### config.mk
export PLATFORM = sky130hd
export DESIGN_NAME = fte_entry_dp
export DESIGN_NICKNAME = d
export VERILOG_FILES = /design/src/hw/rtl/fat_table_entry_engine_core_macros.svh /design/src/hw/rtl/fte_pkg.sv /design/src/hw/rtl/fte_entry_dp.sv
export SDC_FILE = /design/constraint.sdc
export NUM_CORES = 1
export LEC_CHECK = 0
export ABC_AREA = 1
export BUFFER_PORTS_ARGS = -buffer_cell sky130_fd_sc_hd__buf_2
export CORE_MARGIN = 2
export CORE_UTILIZATION = 25
export DETAILED_ROUTE_END_ITERATION = 8
export GPL_ROUTABILITY_DRIVEN = 0
export GPL_TIMING_DRIVEN = 0
export PLACE_DENSITY = 0.61
export REMOVE_ABC_BUFFERS = 1
export SYNTH_ARGS = -nofsm -noshare
export SYNTH_HDL_FRONTEND = slang
export SYNTH_SLANG_ARGS = --single-unit
### constraint.sdc
create_clock -name vclk -period 3.73
set_input_delay 0.5595 -clock vclk [all_inputs]
set_output_delay 0.5595 -clock vclk [all_outputs]
set_load 0.005 [all_outputs]
### src/hw/rtl/fat_table_entry_engine_core_macros.svh
// Assertion shorthands for the table entry engine.
`ifndef FAT_TABLE_ENTRY_ENGINE_CORE_MACROS_SVH
`define FAT_TABLE_ENTRY_ENGINE_CORE_MACROS_SVH

// Same-cycle check, off while in reset.
`define FTE_ASSERT(label, prop, msg) \
  label: assert property (@(posedge clk) disable iff (rst) prop) else $error(msg);

// Antecedent now, consequent in the next cycle, off while in reset.
`define FTE_ASSERT_NEXT(label, ante, cons, msg) \
  label: assert property (@(posedge clk) disable iff (rst) (ante) |=> (cons)) else $error(msg);

`endif

### src/hw/rtl/fte_pkg.sv
`default_nettype none

package fte_pkg;

  localparam logic [1:0] KIND_READ  = 2'd0;
  localparam logic [1:0] KIND_WRITE = 2'd1;
  localparam logic [1:0] KIND_ALLOC = 2'd2;

  localparam logic [1:0] STAT_OK    = 2'd0;
  localparam logic [1:0] STAT_RANGE = 2'd1;
  localparam logic [1:0] STAT_FULL  = 2'd2;

  localparam logic [1:0] MODE_12   = 2'd0;
  localparam logic [1:0] MODE_16   = 2'd1;
  localparam logic [1:0] MODE_32   = 2'd2;
  localparam logic [1:0] MODE_NONE = 2'd3;

  localparam logic CFG_MODE  = 1'b0;
  localparam logic CFG_COUNT = 1'b1;

  // end-of-chain marker; the entry width trims it to 0xFF8 / 0xFFF8
  localparam logic [31:0] END_OF_CHAIN = 32'h0FFF_FFF8;

  typedef struct packed {
    logic [1:0] mode;
    logic       idx_odd;  // odd entry number: high 12 bits of the pair
    logic       w_odd;    // first word of the span sits in the odd bank
    logic [1:0] off;      // byte offset of the span in its first word
  } ent_ctl_t;

endpackage

`default_nettype wire

### src/hw/rtl/fte_entry_dp.sv
`default_nettype none

// Entry extract and merge over the two-word window read from the banks.
module fte_entry_dp (
  input  wire fte_pkg::ent_ctl_t ctl,
  input  wire logic [31:0]       wr_val,
  input  wire logic [31:0]       rd_even,
  input  wire logic [31:0]       rd_odd,
  output      logic [31:0]       entry,
  output      logic [31:0]       wr_even,
  output      logic [31:0]       wr_odd,
  output      logic              we_even,
  output      logic              we_odd
);

  logic [63:0] win;
  logic [63:0] sh;
  logic [15:0] v16;
  logic [31:0] new_ent;
  logic [7:0]  mask8;
  logic [63:0] bm;
  logic [63:0] put;
  logic [63:0] merged;
  logic [4:0]  shamt;

  assign shamt = {ctl.off, 3'b000};
  assign win   = ctl.w_odd ? {rd_even, rd_odd} : {rd_odd, rd_even};
  assign sh    = win >> shamt;
  assign v16   = sh[15:0];

  always_comb begin
    case (ctl.mode)
      fte_pkg::MODE_12: begin
        entry   = {20'd0, (ctl.idx_odd ? v16[15:4] : v16[11:0])};
        new_ent = {16'd0, (ctl.idx_odd ? {wr_val[11:0], v16[3:0]}
                                       : {v16[15:12], wr_val[11:0]})};
        mask8   = 8'h03 << ctl.off;
      end
      fte_pkg::MODE_16: begin
        entry   = {16'd0, v16};
        new_ent = {16'd0, wr_val[15:0]};
        mask8   = 8'h03 << ctl.off;
      end
      fte_pkg::MODE_32: begin
        entry   = sh[31:0];
        new_ent = wr_val;
        mask8   = 8'h0F << ctl.off;
      end
      default: begin
        entry   = 32'd0;
        new_ent = 32'd0;
        mask8   = 8'h00;
      end
    endcase
  end

  always_comb begin
    for (int i = 0; i < 8; i++) begin
      bm[8*i +: 8] = {8{mask8[i]}};
    end
  end

  assign put    = {32'd0, new_ent} << shamt;
  assign merged = (win & ~bm) | (put & bm);

  assign wr_even = ctl.w_odd ? merged[63:32] : merged[31:0];
  assign wr_odd  = ctl.w_odd ? merged[31:0]  : merged[63:32];
  assign we_even = ctl.w_odd ? (|mask8[7:4]) : (|mask8[3:0]);
  assign we_odd  = ctl.w_odd ? (|mask8[3:0]) : (|mask8[7:4]);

endmodule

`default_nettype wire
# Word-level counts from Yosys, hierarchy flattened
# Cells that the tools add are included.
[totals] word_cells=24 input_bits=102 register_bits=0
[classes] shifts=4 reduce_logical=4 n_mux=10 bitwise_logic=4 n_eq_ne=2
[ops] cell="32-bit one-hot mux with 3 select lines" n=2
[ops] cell="64-bit AND" n=2
[ops] cell="32-bit 2-to-1 mux" n=2
[ops] cell="64-bit 2-to-1 mux" n=1
[ops] cell="64-bit inverter" n=1
[ops] cell="64-bit OR" n=1
[ops] cell="32-bit by 5-bit << shifter with 64-bit output" n=1
[ops] cell="64-bit by 5-bit >> shifter with 32-bit output" n=1
[ops] cell="16-bit 2-to-1 mux" n=1
[ops] cell="8-bit one-hot mux with 2 select lines" n=1
[ops] cell="12-bit 2-to-1 mux" n=1
[ops] cell="4-bit OR reduction" n=2
[ops] cell="2-bit by 2-bit << shifter with 8-bit output, first input constant" n=1
[ops] cell="4-bit by 2-bit << shifter with 8-bit output, first input constant" n=1
[ops] cell="2-bit by 1-bit == test with 1-bit output, second input constant" n=1
[ops] cell="2-bit == test, second input constant" n=1
[ops] cell="2-bit zero test" n=1
[ops] cell="1-bit 2-to-1 mux" n=2
[ops] cell="2-bit OR reduction" n=1

# Logic depth before layout (Yosys ltp)
[logic_depth] depth_word=8 ltp_mapped=16

# Least setup slack after synthesis
# Ideal clock, no wire load.
[synth_path] path_type="input to output" start="input port ctl[2] in the netlist's numbering" end="output port wr_odd[28]" arrival_time_ns=1.723 path_slack_ns=1.448 required_time_ns=3.171 n_path_buf=2 path_stages=13 path_cell_list="buf_4 buf_2 o21ai_0 nand2_1 nand2_1 inv_2 nand3_1 nand2_1 nand3_1 nand3_1 nand3_1 nand2_1 nand2_1"
[synth_between] elab_chain_len=8 word_cells_on_any_way=9 cone_classes="shift: 2; mux: 4; bitwise: 3"
[synth_rtl] element="start: declaration" line_no="fte_entry_dp.sv:5" rtl="input wire fte_pkg::ent_ctl_t ctl,"
[synth_rtl] element="64-bit 2-to-1 mux" line_no="fte_entry_dp.sv:27" rtl="assign win = ctl.w_odd ? {rd_even, rd_odd} : {rd_odd, rd_even};"
[synth_rtl] element="64-bit by 5-bit >> shifter with 32-bit output" line_no="fte_entry_dp.sv:28" rtl="assign sh = win >> shamt;"
[synth_rtl] element="16-bit 2-to-1 mux" line_no="fte_entry_dp.sv:35" rtl="new_ent = {16'd0, (ctl.idx_odd ? {wr_val[11:0], v16[3:0]}"
[synth_rtl] element="32-bit one-hot mux with 3 select lines" line_no="fte_entry_dp.sv:32" rtl="case (ctl.mode)"
[synth_rtl] element="32-bit by 5-bit << shifter with 64-bit output" line_no="fte_entry_dp.sv:63" rtl="assign put = {32'd0, new_ent} << shamt;"
[synth_rtl] element="64-bit AND" line_no="fte_entry_dp.sv:64" rtl="assign merged = (win & ~bm) | (put & bm);"
[synth_rtl] element="64-bit OR" line_no="fte_entry_dp.sv:64"
[synth_rtl] element="32-bit 2-to-1 mux (*)" line_no="fte_entry_dp.sv:67" rtl="assign wr_odd = ctl.w_odd ? merged[31:0] : merged[63:32];"
[synth_rtl] element="end: declaration" line_no="fte_entry_dp.sv:11" rtl="output logic [31:0] wr_odd,"
# Every way passes the cells marked *; elsewhere a longest branch is shown, timed or not.

# Worst setup path after layout
[layout_path] start="input port ctl[0] in the netlist's numbering" end="output port entry[9]"
[layout_between] elab_chain_len=3
[layout_rtl] element="64-bit by 5-bit >> shifter with 32-bit output (*)" line_no="fte_entry_dp.sv:28"
[layout_rtl] element="12-bit 2-to-1 mux" line_no="fte_entry_dp.sv:34" rtl="entry = {20'd0, (ctl.idx_odd ? v16[15:4] : v16[11:0])};"
[layout_rtl] element="32-bit one-hot mux with 3 select lines (*)" line_no="fte_entry_dp.sv:32"
[layout_rtl] element="end: declaration" line_no="fte_entry_dp.sv:9" rtl="output logic [31:0] entry,"
# Marked as above.

==> reports/results.ini <==
[placement]
place_area_sq_um=5055
io_buffers=200
hpwl_microns=14930

[min_path]
min_path_type=input port to primary output
holdPathStages=4

[critical_path]
crit_chain=buf_6 > inv_2 > nor2_2 > nand2_1 > nand3_1 > nor2_1 > a211oi_1 > buf_2
critPathMaxStageDelay_ns=0.83
crit_arrival_ns=2.93
cp_max_fo=66
worstSetupEndpointType=primary output
worst-path-stages=8
crit_slowest_cell=nor2_2
timing_worst_setup_path_type=input port to primary output
critPathBufInv=3
crit_required_ns=3.17
worstSetupStartpointType=input port
cp_top_family=simple AND/OR/NAND/NOR gates

[cells_and_area]
finish.utilization_pct=32.49
area_delta_synth_final_pct=27.53
drive_above_1_share_pct=23.23
seq_area_sq_um=0
design.seq.count=0
design_area_sq_um=5124
n_fill_cell=1944
multiInputGateArea_sq_um=3415
nClkBuffers=0
fin_nets=1150
antenna_cells=0

[yosys]
syn_area_per_cell_sq_um=4.494
synth.distinct_cells=34
synth.most_common_cell=nand2_1
ys_warn_count=0
synth_compound_area_share_pct=25.32
synth_xor_area_share_pct=0
synth_top_family_by_area=simple AND/OR/NAND/NOR gates
synth-seq-area-share_pct=0
yosysTopAreaCellShare_pct=38.59
synth.mux.area_fraction_pct=1.744
yosys-top-cells-area=nand2_1 39%, nand3_1 11%, o21ai_0 8.8%
synthesis.instances=894
yosys.area_share.simple_pct=57.52
synthTopCellsByCount=413 x nand2_1, 88 x nand3_1, 78 x inv_1
synth_area_leader_cell=nand2_1
synth_adder_area_share_pct=0
synth.cell_area_sq_um=4018

[status]
status=completed

[pwr]
p_leak_nw=3.004
power_w=0.0007816
powerDensity_nw_per_um2=152.5
irDropWorstVdd_mv=0.07587

[floorplanning]
io_pins=200
core_area_sq_um=15770
die_area_sq_um=17100
rows=46
initial_core_util_pct=25.48
dieHeight_microns=130.8
die_w_microns=130.8

[drt]
detail_route.wl_per_cell_microns=16.15
postRouteAntennaNets=0
drt_drc_violations_left=0
viasPerCell=4.999
via_count=6309
dr.pass1.iters=5
routed_wl_microns=20380
drtIter0Drc=585

[sta]
report.final.hold_viol_count=0
post-route-min-period_ns=3.488
finalCritPeriodShare_pct=93.52
rsz0062_at_grt=false
slew_violations=0
finalSetupViolCount=0
setup_tns_ns=0
fmax_mhz=286.7
worst_pin_slew_ns=0.9371
slew_headroom_pct=37.46

[grt]
antenna_found_initial=1
grt_remaining_overflow=0
grt_pass1_vias=5483
grt_pass1_wl_microns=29660
grtUsageTotal_pct=22.44
grt_max_degree=97

[clock_network]
cts_hold_buf=0

[run]
max_cap_viol_count=0

## stage by stage
step / hold WS [ns] / worst slack (ns) / std cells
after floorplan: 1.179 / 1.044 / 840
after global placement: 1.398 / -1.970 / 1256
after detailed placement: 1.396 / -0.9773 / 1257
after CTS: 1.397 / 0.000008882 / 1258
after global routing: 1.415 / 0.04380 / 1262
final: 1.395 / 0.2417 / 1262
## metal layers
metal	vias to the layer above	wire (microns)	share of wire [%]	track usage, %
met2	335	9091	45	37.44
met4	2	599	2.9	5.820
met3	41	1967	9.7	3.013
li1	3184	-	-	-
met5	-	13	0.064	0
met1	2747	8703	43	30.51
## repair_timing
action                     in CTS  in global routing
cloned                          1                  0
resized for setup               5                  6
setup buffers                   0                  4
pin swaps                       1                  1
setup endpoints to repair      96                 82
## area by class of cell
class	instances	area share, %
multi-input combinational	747	66.64
timing repair buffer	205	20.95
tap	216	5.275
inverter	94	7.131
## power by group
| part | internal, W | switching (W) | leakage [nW] |
|---|---|---|---|
| logic | 0.000284 | 0.000497 | 3.00 |
| clock network | 0 | 0 | 0 |
| registers | 0 | 0 | 0 |
## cell usage in the layout (no fill, tap or decap), types with 4 or more instances in the layout
cell type,instances
a21oi_1,13
a31oi_1,23
buf_2,197
buf_4,5
inv_1,78
inv_2,13
mux2i_1,7
nand2_1,413
nand2_2,4
nand3_1,88
nor2_1,35
nor2_4,4
o211ai_1,4
o21a_1,4
o21ai_0,71
o21ai_1,29
o22ai_1,17
or2_1,11
or2_2,4
## worst paths after layout
kind,startpoint,to
max,ctl[0],entry[9]
min,rd_odd[26],wr_odd[26]
## worst min-delay path, cell delays in order
cell     delay (ns)
buf_2          0.09
nand2_1        0.04
nand2_1        0.05
buf_2          0.10
## logic make-up (layout without fill, tap and decap cells)
family,count (synthesis),after routing
buf+inv,148,299
mux,7,7
compound gates,176,176
simple gates,563,564
(Power assumes the default switching activity.)
